`src/hdl/seol_pkg.sv`:
```
package seol_pkg;

  // register indexes of the configuration port
  localparam int unsigned CfgIdxW = 3;
  localparam logic [CfgIdxW-1:0] REG_SE_WIDTH     = 3'd0;
  localparam logic [CfgIdxW-1:0] REG_SE_HEIGHT    = 3'd1;
  localparam logic [CfgIdxW-1:0] REG_SE_DEPTH     = 3'd2;
  localparam logic [CfgIdxW-1:0] REG_ORIGIN_X     = 3'd3;
  localparam logic [CfgIdxW-1:0] REG_ORIGIN_Y     = 3'd4;
  localparam logic [CfgIdxW-1:0] REG_ORIGIN_Z     = 3'd5;
  localparam logic [CfgIdxW-1:0] REG_IMAGE_WIDTH  = 3'd6;
  localparam logic [CfgIdxW-1:0] REG_IMAGE_HEIGHT = 3'd7;

  localparam int unsigned CfgDataW = 16;
  localparam int unsigned InDataW  = 16;
  localparam int unsigned OutDataW = 128;
  localparam int unsigned OffsetW  = 43;
  localparam int unsigned EntryW   = 24;

  typedef struct packed {
    logic take;        // input transfer this cycle
    logic mul_first;   // w*dy and w*h
    logic mul_second;  // w*h*dz
    logic add;         // final offset sum
    logic emit_margin; // output shows the margin record
  } seol_cmd_t;

  typedef struct packed {
    logic in_nonzero;   // mask pixel at the input is set
    logic elem_end;     // current pixel closes the element
    logic margin_pend;  // accepted pixel closed the element
  } seol_sts_t;

endpackage

```
`src/hdl/seol_ctrl.sv`:
```
module seol_ctrl (
  input  logic               clk_i,
  input  logic               rst_ni,
  input  logic               in_valid_i,
  output logic               in_ready_o,
  output logic               out_valid_o,
  input  logic               out_ready_i,
  input  seol_pkg::seol_sts_t sts_i,
  output seol_pkg::seol_cmd_t cmd_o
);
  import seol_pkg::*;

  typedef enum logic [5:0] {
    ST_IDLE   = 6'b000001,
    ST_MUL1   = 6'b000010,
    ST_MUL2   = 6'b000100,
    ST_ADD    = 6'b001000,
    ST_ENTRY  = 6'b010000,
    ST_MARGIN = 6'b100000
  } state_e;

  state_e state_q, state_d;
  logic   take;

  assign in_ready_o  = (state_q == ST_IDLE);
  assign take        = in_ready_o && in_valid_i;
  assign out_valid_o = (state_q == ST_ENTRY) || (state_q == ST_MARGIN);

  always_comb begin
    state_d = state_q;
    case (state_q)
      ST_IDLE: begin
        if (take) begin
          if (sts_i.in_nonzero) begin
            state_d = ST_MUL1;
          end else if (sts_i.elem_end) begin
            state_d = ST_MARGIN;
          end
        end
      end
      ST_MUL1:  state_d = ST_MUL2;
      ST_MUL2:  state_d = ST_ADD;
      ST_ADD:   state_d = ST_ENTRY;
      ST_ENTRY: begin
        if (out_ready_i) begin
          state_d = sts_i.margin_pend ? ST_MARGIN : ST_IDLE;
        end
      end
      ST_MARGIN: begin
        if (out_ready_i) begin
          state_d = ST_IDLE;
        end
      end
      default: state_d = ST_IDLE;
    endcase
  end

  always_ff @(posedge clk_i or negedge rst_ni) begin
    if (!rst_ni) begin
      state_q <= ST_IDLE;
    end else begin
      state_q <= state_d;
    end
  end

  assign cmd_o.take        = take;
  assign cmd_o.mul_first   = (state_q == ST_MUL1);
  assign cmd_o.mul_second  = (state_q == ST_MUL2);
  assign cmd_o.add         = (state_q == ST_ADD);
  assign cmd_o.emit_margin = (state_q == ST_MARGIN);

endmodule

```
`src/hdl/seol_dp.sv`:
```
module seol_dp (
  input  logic                               clk_i,
  input  logic                               rst_ni,
  input  logic                               cfg_we_i,
  input  logic [seol_pkg::CfgIdxW-1:0]       cfg_idx_i,
  input  logic [seol_pkg::CfgDataW-1:0]      cfg_data_i,
  input  logic [seol_pkg::InDataW-1:0]       in_data_i,
  input  seol_pkg::seol_cmd_t                cmd_i,
  output seol_pkg::seol_sts_t                sts_o,
  output logic [seol_pkg::OutDataW-1:0]      out_data_o,
  output logic                               out_user_o,
  output logic                               out_last_o
);
  import seol_pkg::*;

  // configuration
  logic [7:0]        se_w_q, se_h_q, se_d_q;
  logic signed [8:0] ox_q, oy_q, oz_q;
  logic [15:0]       img_w_q, img_h_q;

  always_ff @(posedge clk_i or negedge rst_ni) begin
    if (!rst_ni) begin
      se_w_q  <= 8'd3;
      se_h_q  <= 8'd3;
      se_d_q  <= 8'd1;
      ox_q    <= 9'sd1;
      oy_q    <= 9'sd1;
      oz_q    <= 9'sd0;
      img_w_q <= 16'd256;
      img_h_q <= 16'd256;
    end else if (cfg_we_i) begin
      case (cfg_idx_i)
        REG_SE_WIDTH:     se_w_q  <= cfg_data_i[7:0];
        REG_SE_HEIGHT:    se_h_q  <= cfg_data_i[7:0];
        REG_SE_DEPTH:     se_d_q  <= cfg_data_i[7:0];
        REG_ORIGIN_X:     ox_q    <= cfg_data_i[8:0];
        REG_ORIGIN_Y:     oy_q    <= cfg_data_i[8:0];
        REG_ORIGIN_Z:     oz_q    <= cfg_data_i[8:0];
        REG_IMAGE_WIDTH:  img_w_q <= cfg_data_i;
        REG_IMAGE_HEIGHT: img_h_q <= cfg_data_i;
        default: ;
      endcase
    end
  end

  // position counters; a zero dimension counts as one
  logic [7:0]  col_q, row_q, pl_q;
  logic [EntryW-1:0] entries_q, entries_inc;
  logic [7:0]  lim_x, lim_y, lim_z;
  logic        col_end, row_end, pl_end, elem_end, nonzero;

  assign lim_x    = (se_w_q == 8'd0) ? 8'd0 : se_w_q - 8'd1;
  assign lim_y    = (se_h_q == 8'd0) ? 8'd0 : se_h_q - 8'd1;
  assign lim_z    = (se_d_q == 8'd0) ? 8'd0 : se_d_q - 8'd1;
  assign col_end  = col_q >= lim_x;
  assign row_end  = row_q >= lim_y;
  assign pl_end   = pl_q >= lim_z;
  assign elem_end = col_end && row_end && pl_end;
  assign nonzero  = (in_data_i[7:0] != 8'd0);
  assign entries_inc = entries_q + EntryW'(nonzero);

  always_ff @(posedge clk_i or negedge rst_ni) begin
    if (!rst_ni) begin
      col_q     <= '0;
      row_q     <= '0;
      pl_q      <= '0;
      entries_q <= '0;
    end else if (cmd_i.take) begin
      entries_q <= elem_end ? '0 : entries_inc;
      if (col_end) begin
        col_q <= '0;
        if (row_end) begin
          row_q <= '0;
          pl_q  <= pl_end ? 8'd0 : pl_q + 8'd1;
        end else begin
          row_q <= row_q + 8'd1;
        end
      end else begin
        col_q <= col_q + 8'd1;
      end
    end
  end

  // item snapshot
  logic signed [9:0]  dx_q, dy_q, dz_q;
  logic [7:0]         weight_q;
  logic [EntryW-1:0]  idx_q, mcount_q;
  logic               pend_q;

  always_ff @(posedge clk_i or negedge rst_ni) begin
    if (!rst_ni) begin
      pend_q <= 1'b0;
    end else if (cmd_i.take) begin
      pend_q <= elem_end;
    end
  end

  always_ff @(posedge clk_i) begin
    if (cmd_i.take) begin
      dx_q     <= $signed({2'b00, col_q}) - $signed({ox_q[8], ox_q});
      dy_q     <= $signed({2'b00, row_q}) - $signed({oy_q[8], oy_q});
      dz_q     <= $signed({2'b00, pl_q}) - $signed({oz_q[8], oz_q});
      weight_q <= in_data_i[15:8];
      idx_q    <= entries_q;
      mcount_q <= entries_inc;
    end
  end

  // offset = dx + w*dy + (w*h)*dz over three steps
  logic signed [26:0]        wdy_q;
  logic [31:0]               wh_q;
  logic signed [OffsetW-1:0] whdz_q, off_q;

  always_ff @(posedge clk_i) begin
    if (cmd_i.mul_first) begin
      wdy_q <= $signed({1'b0, img_w_q}) * dy_q;
      wh_q  <= img_w_q * img_h_q;
    end
    if (cmd_i.mul_second) begin
      whdz_q <= $signed({1'b0, wh_q}) * dz_q;
    end
    if (cmd_i.add) begin
      off_q <= whdz_q + OffsetW'(wdy_q) + OffsetW'(dx_q);
    end
  end

  // border margins from the configuration
  logic [7:0]  m_left, m_top, m_front;
  logic [8:0]  m_right, m_bottom, m_back;
  logic [7:0]  nx, ny, nz;
  logic signed [10:0] far_x, far_y, far_z;

  assign nx = (se_w_q == 8'd0) ? 8'd1 : se_w_q;
  assign ny = (se_h_q == 8'd0) ? 8'd1 : se_h_q;
  assign nz = (se_d_q == 8'd0) ? 8'd1 : se_d_q;
  assign far_x = $signed({3'b000, lim_x}) - 11'(ox_q);
  assign far_y = $signed({3'b000, lim_y}) - 11'(oy_q);
  assign far_z = $signed({3'b000, lim_z}) - 11'(oz_q);

  assign m_left   = ox_q[8] ? 8'd0 : ox_q[7:0];
  assign m_top    = oy_q[8] ? 8'd0 : oy_q[7:0];
  assign m_front  = oz_q[8] ? 8'd0 : oz_q[7:0];
  assign m_right  = ($signed(ox_q) >= $signed({1'b0, nx})) ? 9'd0 : far_x[8:0];
  assign m_bottom = ($signed(oy_q) >= $signed({1'b0, ny})) ? 9'd0 : far_y[8:0];
  assign m_back   = ($signed(oz_q) >= $signed({1'b0, nz})) ? 9'd0 : far_z[8:0];

  always_comb begin
    out_data_o = '0;
    if (cmd_i.emit_margin) begin
      out_data_o[74:51]   = mcount_q;
      out_data_o[82:75]   = m_left;
      out_data_o[91:83]   = m_right;
      out_data_o[99:92]   = m_top;
      out_data_o[108:100] = m_bottom;
      out_data_o[116:109] = m_front;
      out_data_o[125:117] = m_back;
    end else begin
      out_data_o[42:0]    = off_q;
      out_data_o[50:43]   = weight_q;
      out_data_o[74:51]   = idx_q;
    end
  end

  assign out_user_o = cmd_i.emit_margin;
  assign out_last_o = cmd_i.emit_margin;

  assign sts_o.in_nonzero  = nonzero;
  assign sts_o.elem_end    = elem_end;
  assign sts_o.margin_pend = pend_q;

endmodule

```
`src/hdl/structuring_element_offset_list_unit.sv`:
```
// Structuring-element offset list unit.
// Mask pixels of a 3-D element enter on the s_axis channel in raster order
// (column fastest, then row, then plane), with their weights. Column, row and
// plane are counted inside. Each set pixel yields an offset entry on m_axis
// (tuser low): offset from the origin, weight and running entry index. The
// last pixel of the element yields a margin record (tuser and tlast high)
// carrying the six clamped border margins and the entry count.
// The user must write the configuration registers through cfg_we_i/cfg_idx_i/
// cfg_data_i only while the block is idle; the block itself does not enforce it.
// One pixel is handled at a time. A clear pixel yields no entry. A set pixel
// goes through the multiply sequence (w*dy and w*h, then w*h*dz, then the sum)
// and then its entry is presented on m_axis; the next pixel can be taken in
// the cycle after the output transfer. A pixel that closes the element is
// followed by its margin record before the next pixel is taken.
// While the receiver holds tready low the result stays on the port unchanged
// and s_axis_tready_o stays low. Reset loads the default configuration
// (3x3x1 mask, origin 1,1,0, 256x256 image) and clears all counters.
module structuring_element_offset_list_unit (
  input  logic                              clk_i,
  input  logic                              rst_ni,
  input  logic                              cfg_we_i,
  input  logic [seol_pkg::CfgIdxW-1:0]      cfg_idx_i,
  input  logic [seol_pkg::CfgDataW-1:0]     cfg_data_i,
  input  logic                              s_axis_tvalid_i,
  output logic                              s_axis_tready_o,
  // mask_value[7:0], weight_in[15:8]
  input  logic [seol_pkg::InDataW-1:0]      s_axis_tdata_i,
  output logic                              m_axis_tvalid_o,
  input  logic                              m_axis_tready_i,
  // offset[42:0], weight_out[50:43], entry_index[74:51], margin_left[82:75],
  // margin_right[91:83], margin_top[99:92], margin_bottom[108:100],
  // margin_front[116:109], margin_back[125:117], zero[127:126]
  output logic [seol_pkg::OutDataW-1:0]     m_axis_tdata_o,
  // is_margins
  output logic                              m_axis_tuser_o,
  output logic                              m_axis_tlast_o
);
  import seol_pkg::*;

  seol_cmd_t cmd;
  seol_sts_t sts;

  seol_ctrl u_ctrl (
    .clk_i       (clk_i),
    .rst_ni      (rst_ni),
    .in_valid_i  (s_axis_tvalid_i),
    .in_ready_o  (s_axis_tready_o),
    .out_valid_o (m_axis_tvalid_o),
    .out_ready_i (m_axis_tready_i),
    .sts_i       (sts),
    .cmd_o       (cmd)
  );

  seol_dp u_dp (
    .clk_i      (clk_i),
    .rst_ni     (rst_ni),
    .cfg_we_i   (cfg_we_i),
    .cfg_idx_i  (cfg_idx_i),
    .cfg_data_i (cfg_data_i),
    .in_data_i  (s_axis_tdata_i),
    .cmd_i      (cmd),
    .sts_o      (sts),
    .out_data_o (m_axis_tdata_o),
    .out_user_o (m_axis_tuser_o),
    .out_last_o (m_axis_tlast_o)
  );

endmodule

```
`config.mk`:
```
export PLATFORM = sky130hd
export DESIGN_NAME = structuring_element_offset_list_unit
export DESIGN_NICKNAME = d
export VERILOG_FILES = /design/src/hdl/seol_pkg.sv /design/src/hdl/seol_ctrl.sv /design/src/hdl/seol_dp.sv /design/src/hdl/structuring_element_offset_list_unit.sv
export SDC_FILE = /design/constraint.sdc
export NUM_CORES = 2
export LEC_CHECK = 0
export BUFFER_PORTS_ARGS = -buffer_cell sky130_fd_sc_hd__buf_2
export CAP_MARGIN = 5
export CORE_MARGIN = 1.5
export CORE_UTILIZATION = 50
export CTS_BUF_LIST = sky130_fd_sc_hd__clkbuf_8
export DETAILED_ROUTE_END_ITERATION = 6
export GPL_TIMING_DRIVEN = 0
export HOLD_SLACK_MARGIN = 0.12
export PLACE_DENSITY = 0.67
export SLEW_MARGIN = 20
export SYNTH_ARGS = -nofsm -noshare
export SYNTH_HDL_FRONTEND = slang
export SYNTH_SLANG_ARGS = --single-unit
```
`constraint.sdc`:
```
create_clock -name clk_i -period 7.2 [get_ports clk_i]
set_clock_uncertainty 0.2 [all_clocks]
set_input_delay 0.72 -clock clk_i [delete_from_list [all_inputs] [get_ports clk_i]]
set_output_delay 0.72 -clock clk_i [all_outputs]
set_load 0.01 [all_outputs]
```
==> run metrics <==
status=finished with violations; violated checks=DRC; DRC Markers=42; CTS sink cnt=369; Final nets=6046; Post-synth EDFFs=231; share of layout cells above drive strength 1=8.984%; slew margin rel.=29.53%; Hold Path Cell Cnt=3; wire length per cell=19.48 um; initial antenna violation count=8; reg2reg setup slack=0.17 ns; first-pass GRT wire length=189000 um; HP Class=in -> reg; RSZ-0062 raised after global routing=false; CTS tree=yes; worst-skew pair later-pin latency=0.75 ns; Detailed Route Iter0 Violations=2177; largest net degree at the start of global routing=89; Max Clk Rate=0.1423 GHz; fin util=55.46%; #FFs+latches synth=369; Ys Warns=0; die area=91370 um^2; vias=33369; H-Tree Depth=3; CP Data Required Time=7.49 ns; Reg2Reg Launch Point=u_dp.img_h_q[10]$_DFFE_PN0P_; Cell Area, Synth=44780 um^2; Tcrit/Tclk final=97.60%; Die Span Y=302.3 um; final setup violation count=0; Worst setup EP type=flip-flop; total grt overflow=0; Die X=302.3 um; WHS=0.1764 ns; commonest non-fill, non-tap cells in the layout=800 x inv_1, 634 x nand2_1, 593 x fa_1; CP Launch Type=flip-flop; synth-to-layout area growth=9.616%; post-route ant nets=0; Worst Path Max Fanout=10; number of buffers on the longest clock path=3; core area=88510 um^2; HPWL Detailed=96700 um; Slew @ Worst Pin=1.049 ns; # rows=109; Tmin final=7.027 ns; WP data arrival=7.31 ns; synth unique cells=74; Port-buffer cells=165; Post-Syn Instances=4695; GPL Wtd Cong=0.9568; WS Path Type=reg -> reg; Worst Hold Endpoint=u_dp.se_d_q[0]$_DFFE_PN1P_; commonest non-fill, non-tap cell in the layout=inv_1; DRT Wirelength=120800 um; clk slew on worst S/H paths=0.06 ns; placed cell count=6046; GRT Overall Usage=26.96%; hold path startpoint=cfg_data_i[0]; reg2reg path depth=19; first drt pass iteration count=7; non-filler instance count after layout=6202; CTS buffer count=70; Root Buffer=clkbuf_8; FFs w/ async S/R, synth=37.40%; Mean Syn Cell Area=9.539 um^2; count of final max-slew check failures=0; DR vias/cell=5.380; I/O pin count=172; maxcap violations=0; number of global-route vias before repair=34134; Worst R2R End=u_dp.wh_q[30]$_DFFE_PP_; Initial Utilization=50.60%; Synth Flop Type=edfxtp_1; Seq/Total Area, Yosys=23.23%; Fin. Hold Viols=0
[kinds of logic after synthesis]
kind of cell,synth area share [%]
AO/OA/AOI/OAI,8.639
multiplexers,1.349
flip-flops,23.23
AND/OR/NAND/NOR,15.83
buffers and inverters,8.138
adder cells (fa/ha/maj),38.80
other,0.008373
XOR/XNOR,4.009
[registers in the layout (all words and copies together), names as in the netlist, 9 cells and up]
register / cells
u_dp.off_q: 43
u_dp.whdz_q: 43
u_dp.wh_q: 32
u_dp.wdy_q: 27
u_dp.entries_q: 24
u_dp.idx_q: 24
u_dp.mcount_q: 24
u_dp.img_h_q: 16
u_dp.img_w_q: 16
u_dp.dx_q: 10
u_dp.dy_q: 10
u_dp.dz_q: 10
u_dp.ox_q: 9
u_dp.oy_q: 9
u_dp.oz_q: 9
[through the flow]
stage	instance area [um^2]	worst slack [ns]	TNS [ns]
after floorplan	44790	0.9339	0
after global placement	47070	-1.331	-127.64
after detailed placement	47320	-0.8169	-4.095
after CTS	48960	0.008848	0
after global routing	49080	0.01101	0
final	49090	0.1726	0
[layer usage]
metal  wire length [um]  track usage, %  vias to the layer above
met5                 30               0                        -
met4               4233           9.964                        2
met3               9028           5.128                      239
met2              55610           43.67                     1153
met1              51900           36.07                    16401
li1                   -               -                    15574
[worst max-delay path, stage by stage (launching register included)]
cell	delay, ns
dfrtp_1	0.63
clkbuf_1	0.56
nand2_1	0.18
fa_1	0.57
inv_1	0.06
fa_1	0.56
fa_1	0.44
fa_1	0.47
fa_1	0.49
inv_1	0.05
fa_1	0.52
inv_1	0.06
ha_1	0.37
nand4_1	0.19
o32ai_1	0.44
o21a_1	0.18
nor2_1	0.08
o31ai_1	0.23
a21oi_1	0.11
xnor2_1	0.41
[worst max path at each step]
stage	from	to	slack, ns
3_3_place_gp	u_ctrl.state_q[4]$_DFFE_PN0P_	u_dp.whdz_q[1]$_DFFE_PP_	-1.33
2_1_floorplan	u_dp.img_w_q[8]$_DFFE_PN1P_	u_dp.wh_q[26]$_DFFE_PP_	0.93
4_1_cts	u_dp.img_w_q[5]$_DFFE_PN0P_	u_dp.wh_q[26]$_DFFE_PP_	0.009
5_1_grt	u_dp.img_h_q[10]$_DFFE_PN0P_	u_dp.wh_q[26]$_DFFE_PP_	0.01
3_5_place_dp	u_dp.img_w_q[10]$_DFFE_PN0P_	u_dp.wh_q[26]$_DFFE_PP_	-0.82
6_report	u_dp.img_h_q[10]$_DFFE_PN0P_	u_dp.wh_q[30]$_DFFE_PP_	0.17
[cell type report]
class	count	area, um^2
fillers	7899	39420
multi-input cells	3360	30780
flip-flops and latches	369	10410
inverters	781	2932
well taps	1165	1458
repair buffers	208	1289
clock buffers	78	1074
plain buffers	183	779.5
clock inverters	52	350.3
diodes	6	15.01
[cells in the mapped netlist (all sizes together) (5+ instances only)]
cell / instances / area [um^2]
a311oi: 5 / 43.79
a31o: 5 / 43.79
and4: 5 / 43.79
a31oi: 11 / 68.82
mux2: 51 / 574.3
o21a: 20 / 150.1
a21oi: 183 / 930.9
ha: 440 / 5505
dfstp: 10 / 262.8
a211oi: 14 / 105.1
o41ai: 5 / 51.30
xnor2: 134 / 1174
o22ai: 6 / 37.54
nand2: 634 / 2380
fa: 593 / 11870
nor3b: 12 / 90.09
a21boi: 7 / 52.55
o211ai: 10 / 75.07
inv: 779 / 2924
o21ai: 188 / 940.9
nor3: 54 / 270.3
buf: 10 / 52.54
edfxtp: 231 / 6937
xor2: 71 / 621.9
nor2: 105 / 394.1
dfrtp: 128 / 3203
or3: 9 / 56.30
nor4: 10 / 62.56
and2: 370 / 2315
o21bai: 25 / 187.7
nor2b: 52 / 325.3
nand3: 40 / 205.2
nand2b: 56 / 350.3
nand4: 26 / 162.7
and3: 29 / 181.4
clkbuf: 176 / 660.6
or2: 24 / 150.1
a21o: 101 / 758.2
o31ai: 22 / 165.2
[repair_timing]
action	in CTS	in global routing
buffers inserted	0	2
gates resized for setup	16	86
hold buffers	20	0
hold endpoints to repair	76	0
gates cloned	0	0
endpoints found under the setup margin	11	13
Power is left out: the tool's default activity adds up to more than one toggle a clock period on the data nets, which glitch-free logic cannot reach.
